**src/hw/rtl/amgt_pkg.sv**
```systemverilog
// ----------------------------------------------------------------------------
// amgt_pkg
// Shared types, codes and helpers of the adjacency matrix graph core.
// ----------------------------------------------------------------------------
package amgt_pkg;

  localparam int MaxVerts = 32;
  localparam int VertW    = 5;
  localparam int CntW     = 6;

  localparam logic [2:0] OP_ADD_VERTEX = 3'd0;
  localparam logic [2:0] OP_DEL_VERTEX = 3'd1;
  localparam logic [2:0] OP_ADD_EDGE   = 3'd2;
  localparam logic [2:0] OP_DEL_EDGE   = 3'd3;
  localparam logic [2:0] OP_BFS        = 3'd4;
  localparam logic [2:0] OP_DFS        = 3'd5;
  localparam logic [2:0] OP_COMPONENTS = 3'd6;

  localparam logic [1:0] ST_OK         = 2'd0;
  localparam logic [1:0] ST_FULL_EMPTY = 2'd1;
  localparam logic [1:0] ST_BAD_VERTEX = 2'd2;

  typedef enum logic [3:0] {
    CMD_NONE,
    CMD_LOAD,
    CMD_EDIT,
    CMD_BFS_INIT,
    CMD_DFS_INIT,
    CMD_COMP_INIT,
    CMD_BFS_POP,
    CMD_BFS_STEP,
    CMD_DFS_STEP,
    CMD_SEEK,
    CMD_FINISH
  } cmd_e;

  typedef struct packed {
    cmd_e cmd;
  } ctl_t;

  typedef struct packed {
    logic [2:0] op;
    logic       trav_ok;
    logic       hit;
    logic       seek_hit;
    logic       queue_empty;
    logic       sp_one;
    logic       out_free;
  } sts_t;

  // Lowest set bit: {found, index}.
  function automatic logic [VertW:0] lowest_set(input logic [MaxVerts-1:0] v);
    logic [VertW:0] res;
    res = '0;
    for (int i = MaxVerts - 1; i >= 0; i--) begin
      if (v[i]) begin
        res = {1'b1, VertW'(i)};
      end
    end
    return res;
  endfunction

endpackage

```
**src/hw/rtl/adjacency_matrix_graph_traversal_core.sv**
```systemverilog
// ----------------------------------------------------------------------------
// adjacency_matrix_graph_traversal_core
// Undirected graph store with BFS, DFS and connected-component walks.
// ----------------------------------------------------------------------------
// One command is taken at a time; s_axis_tready_o is high only while the core
// is idle. Edits answer with one beat, loaded into the output register from
// the decode state. A depth-first walk takes a step for each visit and one for
// each stack pop; a breadth-first walk also takes a step for each dequeue; a
// components run alternates seek steps with depth-first walks. Every step also
// waits while the output beat register is full and its beat is not taken.
module adjacency_matrix_graph_traversal_core (
  input  logic        clk_i,
  input  logic        rst_ni,
  input  logic        s_axis_tvalid_i,
  output logic        s_axis_tready_o,
  input  logic [15:0] s_axis_tdata_i,   // vertex_a[4:0], vertex_b[9:5], zero fill
  input  logic [2:0]  s_axis_tuser_i,   // op[2:0]
  output logic        m_axis_tvalid_o,
  input  logic        m_axis_tready_i,
  output logic [23:0] m_axis_tdata_o,   // visited_vertex[4:0], component_id[10:5],
                                        // tally[16:11], zero fill
  output logic [1:0]  m_axis_tuser_o,   // status[1:0]
  output logic        m_axis_tlast_o
);
  import amgt_pkg::*;

  ctl_t ctl;
  sts_t sts;

  amgt_controller u_ctrl (
    .clk_i      (clk_i),
    .rst_ni     (rst_ni),
    .s_tvalid_i (s_axis_tvalid_i),
    .s_tready_o (s_axis_tready_o),
    .sts_i      (sts),
    .ctl_o      (ctl)
  );

  amgt_datapath u_dp (
    .clk_i      (clk_i),
    .rst_ni     (rst_ni),
    .ctl_i      (ctl),
    .sts_o      (sts),
    .s_tdata_i  (s_axis_tdata_i),
    .s_tuser_i  (s_axis_tuser_i),
    .m_tvalid_o (m_axis_tvalid_o),
    .m_tready_i (m_axis_tready_i),
    .m_tdata_o  (m_axis_tdata_o),
    .m_tuser_o  (m_axis_tuser_o),
    .m_tlast_o  (m_axis_tlast_o)
  );

endmodule

```
**src/hw/rtl/amgt_datapath.sv**
```systemverilog
// ----------------------------------------------------------------------------
// amgt_datapath
// Adjacency matrix, visited marks, queue, stack and result registers.
// ----------------------------------------------------------------------------
module amgt_datapath (
  input  logic           clk_i,
  input  logic           rst_ni,
  input  amgt_pkg::ctl_t ctl_i,
  output amgt_pkg::sts_t sts_o,
  input  logic [15:0]    s_tdata_i,
  input  logic [2:0]     s_tuser_i,
  output logic           m_tvalid_o,
  input  logic           m_tready_i,
  output logic [23:0]    m_tdata_o,
  output logic [1:0]     m_tuser_o,
  output logic           m_tlast_o
);
  import amgt_pkg::*;

  logic [MaxVerts-1:0] adj_q [MaxVerts];
  logic [MaxVerts-1:0] adj_d [MaxVerts];
  logic [CntW-1:0]     vt_q, cnt_q, head_q, tail_q, sp_q;
  logic [MaxVerts-1:0] visited_q;
  logic [VertW-1:0]    queue_q [MaxVerts];
  logic [VertW-1:0]    stack_q [MaxVerts];
  logic [VertW-1:0]    cur_q, a_q, b_q;
  logic [2:0]          op_q;
  logic                pend_v_q;
  logic [VertW-1:0]    pend_vtx_q;
  logic [CntW-1:0]     pend_comp_q;
  logic                out_v_q, out_last_q;
  logic [VertW-1:0]    out_vtx_q;
  logic [CntW-1:0]     out_comp_q, out_tally_q;
  logic [1:0]          out_st_q;

  logic [MaxVerts-1:0] lim_mask, row, cand, unvisited;
  logic [VertW:0]      hit_r, seek_r;
  logic                a_ok, b_ok, is_comp, out_free;
  logic [1:0]          e_status;
  logic [CntW-1:0]     e_vt;
  logic                do_rm, do_set, do_clr;
  logic                emit;
  logic [VertW-1:0]    emit_vtx;
  logic [CntW-1:0]     emit_comp;
  logic                out_load;

  always_comb begin
    for (int j = 0; j < MaxVerts; j++) begin
      lim_mask[j] = CntW'(j) < vt_q;
    end
  end

  assign row       = adj_q[cur_q];
  assign cand      = row & ~visited_q & lim_mask;
  assign unvisited = ~visited_q & lim_mask;
  assign hit_r     = lowest_set(cand);
  assign seek_r    = lowest_set(unvisited);
  assign a_ok      = {1'b0, a_q} < vt_q;
  assign b_ok      = {1'b0, b_q} < vt_q;
  assign is_comp   = op_q == OP_COMPONENTS;
  assign out_free  = !out_v_q || m_tready_i;

  always_comb begin
    e_status = ST_OK;
    e_vt     = vt_q;
    do_rm    = 1'b0;
    do_set   = 1'b0;
    do_clr   = 1'b0;
    unique case (op_q)
      OP_ADD_VERTEX: begin
        if (vt_q >= CntW'(MaxVerts)) e_status = ST_FULL_EMPTY;
        else e_vt = vt_q + CntW'(1);
      end
      OP_DEL_VERTEX: begin
        if (vt_q == '0) e_status = ST_FULL_EMPTY;
        else if (!a_ok) e_status = ST_BAD_VERTEX;
        else begin
          do_rm = 1'b1;
          e_vt  = vt_q - CntW'(1);
        end
      end
      OP_ADD_EDGE, OP_DEL_EDGE: begin
        if (!(a_ok && b_ok)) e_status = ST_BAD_VERTEX;
        else if (op_q == OP_ADD_EDGE) do_set = 1'b1;
        else do_clr = 1'b1;
      end
      OP_BFS, OP_DFS, OP_COMPONENTS: begin
        e_status = (vt_q == '0) ? ST_FULL_EMPTY : ST_BAD_VERTEX;
      end
      default: e_status = ST_OK;
    endcase
  end

  // Next value of every adjacency row for an edit command.
  always_comb begin
    for (int r = 0; r < MaxVerts; r++) begin
      adj_d[r] = adj_q[r];
      if (do_rm) begin
        if (VertW'(r) == a_q) adj_d[r] = '0;
        else adj_d[r][a_q] = 1'b0;
      end
      if (do_set) begin
        if (VertW'(r) == a_q) adj_d[r][b_q] = 1'b1;
        if (VertW'(r) == b_q) adj_d[r][a_q] = 1'b1;
      end
      if (do_clr) begin
        if (VertW'(r) == a_q) adj_d[r][b_q] = 1'b0;
        if (VertW'(r) == b_q) adj_d[r][a_q] = 1'b0;
      end
    end
  end

  // A new traversal result pushes the pending one out.
  always_comb begin
    emit      = 1'b0;
    emit_vtx  = hit_r[VertW-1:0];
    emit_comp = is_comp ? cnt_q : '0;
    unique case (ctl_i.cmd)
      CMD_BFS_STEP, CMD_DFS_STEP: emit = hit_r[VertW];
      CMD_SEEK: begin
        emit      = seek_r[VertW];
        emit_vtx  = seek_r[VertW-1:0];
        emit_comp = cnt_q + CntW'(1);
      end
      default: emit = 1'b0;
    endcase
  end

  assign out_load = (emit && pend_v_q) || ctl_i.cmd == CMD_EDIT || ctl_i.cmd == CMD_FINISH;

  always_ff @(posedge clk_i or negedge rst_ni) begin
    if (!rst_ni) begin
      for (int r = 0; r < MaxVerts; r++) adj_q[r] <= '0;
    end else if (ctl_i.cmd == CMD_EDIT) begin
      for (int r = 0; r < MaxVerts; r++) adj_q[r] <= adj_d[r];
    end
  end

  always_ff @(posedge clk_i) begin
    if (ctl_i.cmd == CMD_BFS_INIT) queue_q[0] <= a_q;
    else if (ctl_i.cmd == CMD_BFS_STEP && hit_r[VertW]) queue_q[tail_q[VertW-1:0]] <= hit_r[VertW-1:0];
    if (ctl_i.cmd == CMD_DFS_INIT) stack_q[0] <= a_q;
    else if (ctl_i.cmd == CMD_SEEK && seek_r[VertW]) stack_q[0] <= seek_r[VertW-1:0];
    else if (ctl_i.cmd == CMD_DFS_STEP && hit_r[VertW]) stack_q[sp_q[VertW-1:0]] <= hit_r[VertW-1:0];
  end

  always_ff @(posedge clk_i or negedge rst_ni) begin
    if (!rst_ni) begin
      vt_q        <= '0;
      cnt_q       <= '0;
      visited_q   <= '0;
      head_q      <= '0;
      tail_q      <= '0;
      sp_q        <= '0;
      cur_q       <= '0;
      op_q        <= '0;
      a_q         <= '0;
      b_q         <= '0;
      pend_v_q    <= 1'b0;
      pend_vtx_q  <= '0;
      pend_comp_q <= '0;
      out_v_q     <= 1'b0;
      out_vtx_q   <= '0;
      out_comp_q  <= '0;
      out_tally_q <= '0;
      out_st_q    <= ST_OK;
      out_last_q  <= 1'b0;
    end else begin
      if (out_load) out_v_q <= 1'b1;
      else if (m_tready_i) out_v_q <= 1'b0;
      if (emit) begin
        visited_q   <= visited_q | (MaxVerts'(1) << emit_vtx);
        pend_v_q    <= 1'b1;
        pend_vtx_q  <= emit_vtx;
        pend_comp_q <= emit_comp;
        if (pend_v_q) begin
          out_vtx_q   <= pend_vtx_q;
          out_comp_q  <= pend_comp_q;
          out_tally_q <= '0;
          out_st_q    <= ST_OK;
          out_last_q  <= 1'b0;
        end
      end
      unique case (ctl_i.cmd)
        CMD_LOAD: begin
          op_q <= s_tuser_i;
          a_q  <= s_tdata_i[VertW-1:0];
          b_q  <= s_tdata_i[2*VertW-1:VertW];
        end
        CMD_EDIT: begin
          vt_q        <= e_vt;
          out_vtx_q   <= '0;
          out_comp_q  <= '0;
          out_tally_q <= e_vt;
          out_st_q    <= e_status;
          out_last_q  <= 1'b1;
        end
        CMD_BFS_INIT, CMD_DFS_INIT: begin
          visited_q   <= MaxVerts'(1) << a_q;
          pend_v_q    <= 1'b1;
          pend_vtx_q  <= a_q;
          pend_comp_q <= '0;
          head_q      <= '0;
          tail_q      <= CntW'(1);
          sp_q        <= CntW'(1);
          cur_q       <= a_q;
        end
        CMD_COMP_INIT: begin
          visited_q <= '0;
          cnt_q     <= '0;
          pend_v_q  <= 1'b0;
        end
        CMD_BFS_POP: begin
          cur_q  <= queue_q[head_q[VertW-1:0]];
          head_q <= head_q + CntW'(1);
        end
        CMD_BFS_STEP: begin
          if (hit_r[VertW]) tail_q <= tail_q + CntW'(1);
        end
        CMD_DFS_STEP: begin
          if (hit_r[VertW]) begin
            sp_q  <= sp_q + CntW'(1);
            cur_q <= hit_r[VertW-1:0];
          end else begin
            sp_q  <= sp_q - CntW'(1);
            cur_q <= stack_q[VertW'(sp_q - CntW'(2))];
          end
        end
        CMD_SEEK: begin
          if (seek_r[VertW]) begin
            cnt_q <= cnt_q + CntW'(1);
            sp_q  <= CntW'(1);
            cur_q <= seek_r[VertW-1:0];
          end
        end
        CMD_FINISH: begin
          pend_v_q    <= 1'b0;
          out_vtx_q   <= pend_vtx_q;
          out_comp_q  <= pend_comp_q;
          out_tally_q <= is_comp ? cnt_q : '0;
          out_st_q    <= ST_OK;
          out_last_q  <= 1'b1;
        end
        default: begin
        end
      endcase
    end
  end

  assign sts_o.op          = op_q;
  assign sts_o.trav_ok     = (vt_q != '0) && (is_comp || a_ok);
  assign sts_o.hit         = hit_r[VertW];
  assign sts_o.seek_hit    = seek_r[VertW];
  assign sts_o.queue_empty = head_q == tail_q;
  assign sts_o.sp_one      = sp_q == CntW'(1);
  assign sts_o.out_free    = out_free;

  assign m_tvalid_o = out_v_q;
  assign m_tdata_o  = {7'b0, out_tally_q, out_comp_q, out_vtx_q};
  assign m_tuser_o  = out_st_q;
  assign m_tlast_o  = out_last_q;

endmodule

```
**src/hw/rtl/amgt_controller.sv**
```systemverilog
// ----------------------------------------------------------------------------
// amgt_controller
// Command sequencer for edits and the three traversal walks.
// ----------------------------------------------------------------------------
module amgt_controller (
  input  logic           clk_i,
  input  logic           rst_ni,
  input  logic           s_tvalid_i,
  output logic           s_tready_o,
  input  amgt_pkg::sts_t sts_i,
  output amgt_pkg::ctl_t ctl_o
);
  import amgt_pkg::*;

  localparam logic [2:0] S_IDLE     = 3'd0;
  localparam logic [2:0] S_DECODE   = 3'd1;
  localparam logic [2:0] S_BFS_POP  = 3'd2;
  localparam logic [2:0] S_BFS_STEP = 3'd3;
  localparam logic [2:0] S_DFS      = 3'd4;
  localparam logic [2:0] S_SEEK     = 3'd5;
  localparam logic [2:0] S_FIN      = 3'd6;

  logic [2:0] state_q, state_d;
  logic       is_trav;

  assign is_trav    = sts_i.op == OP_BFS || sts_i.op == OP_DFS || sts_i.op == OP_COMPONENTS;
  assign s_tready_o = state_q == S_IDLE;

  always_comb begin
    state_d   = state_q;
    ctl_o.cmd = CMD_NONE;
    // A step may write the result register; all but the accept wait until it is free.
    if (state_q == S_IDLE) begin
      if (s_tvalid_i) begin
        ctl_o.cmd = CMD_LOAD;
        state_d   = S_DECODE;
      end
    end else if (sts_i.out_free) begin
      unique case (state_q)
        S_DECODE: begin
          if (is_trav && sts_i.trav_ok) begin
            unique case (sts_i.op)
              OP_BFS: begin
                ctl_o.cmd = CMD_BFS_INIT;
                state_d   = S_BFS_POP;
              end
              OP_DFS: begin
                ctl_o.cmd = CMD_DFS_INIT;
                state_d   = S_DFS;
              end
              default: begin
                ctl_o.cmd = CMD_COMP_INIT;
                state_d   = S_SEEK;
              end
            endcase
          end else begin
            ctl_o.cmd = CMD_EDIT;
            state_d   = S_IDLE;
          end
        end
        S_BFS_POP: begin
          if (sts_i.queue_empty) begin
            state_d = S_FIN;
          end else begin
            ctl_o.cmd = CMD_BFS_POP;
            state_d   = S_BFS_STEP;
          end
        end
        S_BFS_STEP: begin
          ctl_o.cmd = CMD_BFS_STEP;
          if (!sts_i.hit) state_d = S_BFS_POP;
        end
        S_DFS: begin
          ctl_o.cmd = CMD_DFS_STEP;
          if (!sts_i.hit && sts_i.sp_one) begin
            state_d = (sts_i.op == OP_COMPONENTS) ? S_SEEK : S_FIN;
          end
        end
        S_SEEK: begin
          ctl_o.cmd = CMD_SEEK;
          state_d   = sts_i.seek_hit ? S_DFS : S_FIN;
        end
        S_FIN: begin
          ctl_o.cmd = CMD_FINISH;
          state_d   = S_IDLE;
        end
        default: state_d = S_IDLE;
      endcase
    end
  end

  always_ff @(posedge clk_i or negedge rst_ni) begin
    if (!rst_ni) begin
      state_q <= S_IDLE;
    end else begin
      state_q <= state_d;
    end
  end

endmodule

```
**config.mk**
```make
export PLATFORM = sky130hd
export DESIGN_NAME = adjacency_matrix_graph_traversal_core
export DESIGN_NICKNAME = d
export VERILOG_FILES = /design/src/hw/rtl/amgt_pkg.sv /design/src/hw/rtl/adjacency_matrix_graph_traversal_core.sv /design/src/hw/rtl/amgt_datapath.sv /design/src/hw/rtl/amgt_controller.sv
export SDC_FILE = /design/constraint.sdc
export NUM_CORES = 2
export LEC_CHECK = 0
export BUFFER_PORTS_ARGS = -buffer_cell sky130_fd_sc_hd__buf_4
export CORE_MARGIN = 1
export CORE_UTILIZATION = 41
export DETAILED_ROUTE_END_ITERATION = 12
export HOLD_SLACK_MARGIN = 0.12
export SETUP_SLACK_MARGIN = 0.4
export SYNTH_ARGS = -nofsm -noshare
export SYNTH_HDL_FRONTEND = slang
export SYNTH_HIERARCHICAL = 1
export SYNTH_SLANG_ARGS = --single-unit
```
**constraint.sdc**
```tcl
create_clock -name clk_i -period 16.8 [get_ports clk_i]
set_clock_uncertainty 0.15 [all_clocks]
set_input_delay 4.2 -clock clk_i [delete_from_list [all_inputs] [get_ports clk_i]]
set_output_delay 4.2 -clock clk_i [all_outputs]
set_load 0.05 [all_outputs]
```
**After elaboration in Yosys (flattened, before gate mapping)**

Memory sizes are Yosys's and may differ from the RTL's.
Index checks and enable logic that the tools add are counted.

- Flip-flop bits (word level): 1140
- Bits in latches: 0
- Bits in writable memories: 320
- ROM bits: 0
- Input bits: 23
- Output and inout bits: 29
- Logic and storage cells: 906
- Memories kept: 2

Memory list:

| name | words | width | rd ports | clocked after Yosys merged registers in | write ports | line | source |
|---|---|---|---|---|---|---|---|
| u_dp.queue_q | 32 | 5 | 1 | 0 | 1 | amgt_datapath.sv:24 | `logic [VertW-1:0] queue_q [MaxVerts];` |
| u_dp.stack_q | 32 | 5 | 1 | 0 | 1 | amgt_datapath.sv:25 | `logic [VertW-1:0] stack_q [MaxVerts];` |

- $add $sub $neg: 8
- Multiply operators: 0
- Divide/modulo/power cells: 0
- $lt $le $gt $ge: 40
- Equality and inequality tests: 91
- Shifts and indexed selects: 2
- Multiplexer cells: 489
- Bitwise logic cells: 169
- Reductions and logical operators: 53

Operator list:

| cell | number |
|---|---|
| 32-bit 2-to-1 mux | 323 |
| 32-bit AND | 99 |
| 32-bit bitwise OR | 65 |
| 6-bit 2-to-1 mux | 79 |
| 32-bit binary-select mux with 5-bit select | 1 |
| 5-bit equality test (first input constant) | 32 |
| 5-bit by 6-bit less-than comparator with 1-bit output (first input constant) | 16 |
| 32-bit NOT | 3 |
| 4-bit by 5-bit equality test with 1-bit output (first input constant) | 16 |
| 6-bit one-hot mux with 2 select lines | 6 |
| 32-bit one-hot mux with 2 select lines | 1 |
| 1-bit by 5-bit << shifter with 32-bit output (first input constant) | 2 |
| 5-bit 2-to-1 mux | 12 |
| 4-bit by 6-bit less-than comparator with 1-bit output (first input constant) | 8 |
| 3-bit by 5-bit equality test with 1-bit output (first input constant) | 8 |
| 1-bit 2-to-1 mux | 35 |
| 6-bit by 1-bit adder with 6-bit output (second input constant) | 5 |
| 3-bit 2-to-1 mux | 9 |
| 3-bit by 6-bit less-than comparator with 1-bit output (first input constant) | 4 |
| 4-bit one-hot mux with 6 select lines | 1 |
| 2-bit by 5-bit equality test with 1-bit output (first input constant) | 4 |
| 5-bit one-hot mux with 4 select lines | 1 |
| 3-bit equality test (second input constant) | 6 |
| 6-bit one-hot mux with 3 select lines | 1 |
| other kinds (47) | 115 |

**Logic depth before layout (Yosys ltp)**

- Depth in word-level cells: 45
- Gate-level depth with buffers: 23
- Mapped depth without buffers: 19

**Modules after synthesis**

The synthesis kept the hierarchy.

By module, submodules not included:

| module | times used | cells each | area an instance (µm²) | sequential area each (µm²) |
|---|---|---|---|---|
| amgt_datapath | 1 | 7430 | 78804.3 | 38061.5 |
| amgt_controller | 1 | 50 | 381.6 | 75.1 |

**Least setup slack after synthesis**

Ideal clock, no wire load.

- Path kind: input -> register
- Start: in m_axis_tready_i
- End: mem u_dp.stack_q[0][0], data pin
- Library setup time: 454 ps
- Data arrival time: 7730 ps
- Data required time: 16196 ps
- Setup slack: 8466 ps
- Stages on the path: 10
- Buffers on the path: 2
- Path through: nand2b_1 > buf_4 > nor3b_1 > nand2b_1 > clkbuf_1 > nor2_1 > nand2_1 > nor4_1 > a21oi_1 > o21ai_0

RTL lines:

| item | line | source |
|---|---|---|
| from (decl) | adjacency_matrix_graph_traversal_core.sv:19 | `input logic m_axis_tready_i,` |
| to (decl) | amgt_datapath.sv:25 |  |

**Worst setup path in the final report**

- Start: reg u_dp.cur_q[0]
- End: mem u_dp.queue_q[15][1], data pin

- Word-level cells in the longest chain between the ends: 44

Ends and longest elaborated chain:

| item | line | source |
|---|---|---|
| from (decl) | amgt_datapath.sv:26 | `logic [VertW-1:0] cur_q, a_q, b_q;` |
| from (signal assigned) | amgt_datapath.sv:206 | `cur_q <= a_q;` |
| from (signal assigned) | amgt_datapath.sv:214 | `cur_q <= queue_q[head_q[VertW-1:0]];` |
| from (signal assigned) | amgt_datapath.sv:223 | `cur_q <= hit_r[VertW-1:0];` |
| 5-bit NOT with 6-bit output (not written as such) (*) | amgt_datapath.sv:53 | `assign row = adj_q[cur_q];` |
| 32-bit binary-select mux with 5-bit select (*) | amgt_datapath.sv:53 |  |
| 32-bit 2-to-1 mux (not written as such) (*) (2 in a row) | amgt_datapath.sv:53 |  |
| 32-bit AND (*) (2 in a row) | amgt_datapath.sv:54 | `assign cand = row & ~visited_q & lim_mask;` |
| 6-bit 2-to-1 mux (31 in a row) | amgt_pkg.sv:56 | `if (v[i]) begin` |
| 6-bit 2-to-1 mux (*) | amgt_pkg.sv:56 |  |
| 1-bit logical AND | amgt_datapath.sv:141 | `else if (ctl_i.cmd == CMD_BFS_STEP && hit_r[VertW]) queue_q[tail_q[VertW-1:0]] <= hit_r[VertW-1:0];` |
| 1-bit 2-to-1 mux | amgt_datapath.sv:141 |  |
| 1-bit 2-to-1 mux | amgt_datapath.sv:140 | `if (ctl_i.cmd == CMD_BFS_INIT) queue_q[0] <= a_q;` |
| 1-bit 2-to-1 mux (not written as such) | amgt_datapath.sv:141 |  |
| 5-bit OR reduction (no source line) | -- |  |
| 5-bit 2-to-1 mux (no source line) (*) | -- |  |
| to (decl) | amgt_datapath.sv:24 |  |

Every way passes the cells marked *; elsewhere a longest branch is shown, timed or not. The select of a mux whose other input is x is not followed.

==> results.yml <==
status:
  outcome: "finished, final reports clean"
place:
  dpl_cell_area_um2: 81100
  gp_congestion: 0.999
  dp_hpwl_um: 208000
  numPortBuffers: 38
clocking:
  clk_latency_ns: 0.86
  postCtsSetupBuffers: 0
  ctsHtreeMaxLevel: 4
  clock_sinks: 1460
  cts-buffers-inserted: 162
  hold_buffers: 0
  tritoncts: "done"
  cts_resized: 0
  cts_buffer_depth: 3
  clk_pin_slew_ns: 0.07
  cts-root-buf: "clkbuf_16"
synthesis:
  syn_inst: 7480
  yosysSeqAreaShare_pct: 48.2
  async_flop_share_pct: 78.1
  ys_seq_elements: 1460
  yosys_warnings: 6
  synth_top_flop_cell: "dfrtp_1"
  syn_area_per_cell_um2: 10.6
  synth_area_um2: 79200
  yosysUniqueCellTypes: 106
  synth_edf_count: 320
sta:
  period_needed_ns: 8.89
  fin_setup_tns_ns: 0
  maxSlewViolCount: 0
  hold_viol: 0
  fmax_ghz: 0.112
  tightest_slew_ns: 1.44
  finalCritPeriodShare_pct: 52.9
  finalSetupViolations: 0
  relSlewSlack_pct: 3.62
  rsz0062_at_grt: "false"
power_and_ir_drop:
  clkPwrFrac_pct: 27.4
  p_comb_share_pct: 43.1
  power.total_mw: 13.9
  vdd_drop_max_mv: 0.291
  switching_share_pct: 45.1
  switchingPower_mw: 6.29
  p_int_mw: 7.64
  power.density_nw_per_um2: 160
  p_leak_nw: 34.9
  power_frac_seq_pct: 29.6
route:
  ant_nets: 0
  drc: 0
  wl_um: 335000
  post_drt_via_cell_ratio: 7.16
  drt-initial-drc-count: 10300
  first_pass_iters: 8
  via_count: 69600
  drt-wirelength-per-cell_um: 34.5
hold_path:
  min_path_cells: 2
  holdCritPathClass: "reg2reg"
  hp-start: "u_dp/adj_q[366]$_DFFE_PN0P_"
  holdPathEnd: "u_dp/adj_q[366]$_DFFE_PN0P_"
floorplanning:
  die_y_um: 441
  ios: 52
  coreArea_um2: 191000
  die_width_um: 441
  initial_core_util_pct: 41.5
  dieArea_um2: 195000
  rows: 160
critical_path:
  slowest_delay_ns: 1.03
  arrival_ns: 9.24
  cp_cell_sequence: "buf_4, buf_4, buf_12, mux4_2, a22oi_1, a21boi_0, o21ai_0, nand4_1, or4_1, o21ai_2, nand2_1, nand2_1"
  path_buf_inv: 3
  r2r_cells: 12
  critical_path.max_fanout: 88
  r2r_end: "u_dp/queue_q[15][1]$_DFFE_PP_"
  critPathKind: "reg2reg"
  end_kind: "flip-flop"
  crit_slowest_cell: "o21ai_2"
  rrSetupSlack_ns: 7.91
  worstPathRequired_ns: 17.15
  cp-start-kind: "flip-flop"
  r2r_start: "u_dp/cur_q[0]$_DFFE_PN0P_"
  cpLargestDelayFamily: "compound AO/OA/AOI/OAI gates"
finish:
  fillers: 17600
  final_util_pct: 45.4
  fin_nets: 7113
  area_growth_pct: 9.59
  drive_gt1_share_pct: 14.4
  final_common_cell: "dfrtp_1"
  layout_common_cells: "1132 x dfrtp_1, 839 x o21ai_0, 755 x nand2_1"
  design_area_um2: 86800
run:
  cap_violations: 0
global_route:
  antenna_found_initial: 13
  gr-total-overflow: 0
  first_global_vias: 66200
  grt_pass1_wl_um: 478000
  grt_start_max_net_pins: 189
  track_usage_pct: 33.5
==> worst max-delay path by stage <==
stage	to	slack, ns	cells after the start	from
global placement	u_dp/adj_q[279]$_DFFE_PN0P_	7.96	11	m_axis_tready_i
floorplan	u_dp/stack_q[0][0]$_DFFE_PP_	8.47	10	m_axis_tready_i
global route	u_dp/queue_q[13][1]$_DFFE_PP_	7.45	12	u_dp/cur_q[0]$_DFFE_PN0P_
detailed placement	u_dp/adj_q[279]$_DFFE_PN0P_	7.87	11	m_axis_tready_i
finish	u_dp/queue_q[15][1]$_DFFE_PP_	7.91	12	u_dp/cur_q[0]$_DFFE_PN0P_
CTS	u_dp/queue_q[31][1]$_DFFE_PP_	8.07	12	u_dp/cur_q[0]$_DFFE_PN0P_
==> synth_stat cells (194+ instances only) <==
cell type  number  area, µm²
dfrtp_1      1140      28500
o21ai_0       842       4210
nand2_1       769       2890
clkbuf_1      655       2460
a22o_1        398       3490
mux4_2        341       7680
o22ai_1       337       2110
a22oi_1       324       2430
edfxtp_1      320       9610
a21oi_1       292       1460
o31ai_1       275       2060
nor2_1        270       1010
nor3_1        245       1230
a21o_1        200       1500
a32oi_1       194       1700
==> logic make-up after synthesis <==
logic type                 after synthesis  share of synthesized area (%)
muxes                                  426                           11.2
and+or+nand+nor                       1600                           9.07
DFF                                   1460                           48.2
AOI/OAI and AO/OA                     3068                           26.2
xor gates and xnor gates                13                          0.144
other                                    1                        0.00474
adders and majority gates               21                          0.332
buffers and inverters                  891                           4.91
==> final cells by class <==
class                           count  area, µm²  area share [%]
Tap cell                         2511       3140            3.62
Timing Repair Buffer              222       1820            2.09
Antenna cell                        3       7.51         0.00865
Inverter                           88        333           0.384
Clock buffer                      229       4620            5.32
Sequential cell                  1460      38200            44.0
Multi-Input combinational cell   5135      37600            43.4
Clock inverter                     72       1070            1.24
==> state kept, by name, summed over array words and instances, names as in the netlist, 2 cells and up <==
| register | flops |
|---|---|
| u_ctrl/state_q | 3 |
| u_dp/a_q | 5 |
| u_dp/adj_q | 1024 |
| u_dp/b_q | 5 |
| u_dp/cnt_q | 6 |
| u_dp/cur_q | 5 |
| u_dp/head_q | 6 |
| u_dp/m_tuser_o | 2 |
| u_dp/op_q | 3 |
| u_dp/out_comp_q | 6 |
| u_dp/out_tally_q | 6 |
| u_dp/out_vtx_q | 5 |
| u_dp/pend_comp_q | 6 |
| u_dp/pend_vtx_q | 5 |
| u_dp/queue_q | 160 |
| u_dp/sp_q | 6 |
| u_dp/stack_q | 160 |
| u_dp/tail_q | 6 |
| u_dp/visited_q | 32 |
| u_dp/vt_q | 6 |
==> stage by stage <==
stage	setup slack, ns	hold slack, ns	instances
3_5_place_dp	7.87	0.313	9416
5_1_grt	7.45	0.340	9717
6_report	7.91	0.328	9720
4_1_cts	8.07	0.327	9717
3_3_place_gp	7.96	0.305	9416
2_1_floorplan	8.47	0.291	7486
==> power by group through the flow <==
stage,combinational (mW),clock [mW],sequential [mW]
floorplan,3.68,0,4.08
global placement,5.74,0,4.17
detailed placement,5.77,0,4.18
CTS,5.78,3.83,4.11
global route,6.13,3.97,4.13
finish,6.00,3.81,4.12
==> worst reg2reg max path, stage by stage, from the launching register on <==
cell      delay (ns)
dfrtp_4         0.92
buf_4           0.64
buf_4           0.74
buf_12          0.65
mux4_2          0.66
a22oi_1         0.87
a21boi_0        0.19
o21ai_0         0.46
nand4_1         0.36
or4_1           0.92
o21ai_2         1.04
nand2_1         0.12
nand2_1         0.82
==> per-layer routing <==
layer | up-vias | global-route usage, % | routed length [µm]
met2 | 5075 | 47.6 | 141000
met5 | - | 0.171 | 155
li1 | 28200 | - | -
met1 | 35100 | 44.0 | 125000
met3 | 1177 | 10.3 | 42600
met4 | 20 | 22.4 | 25800
(Power assumes the default switching activity.)
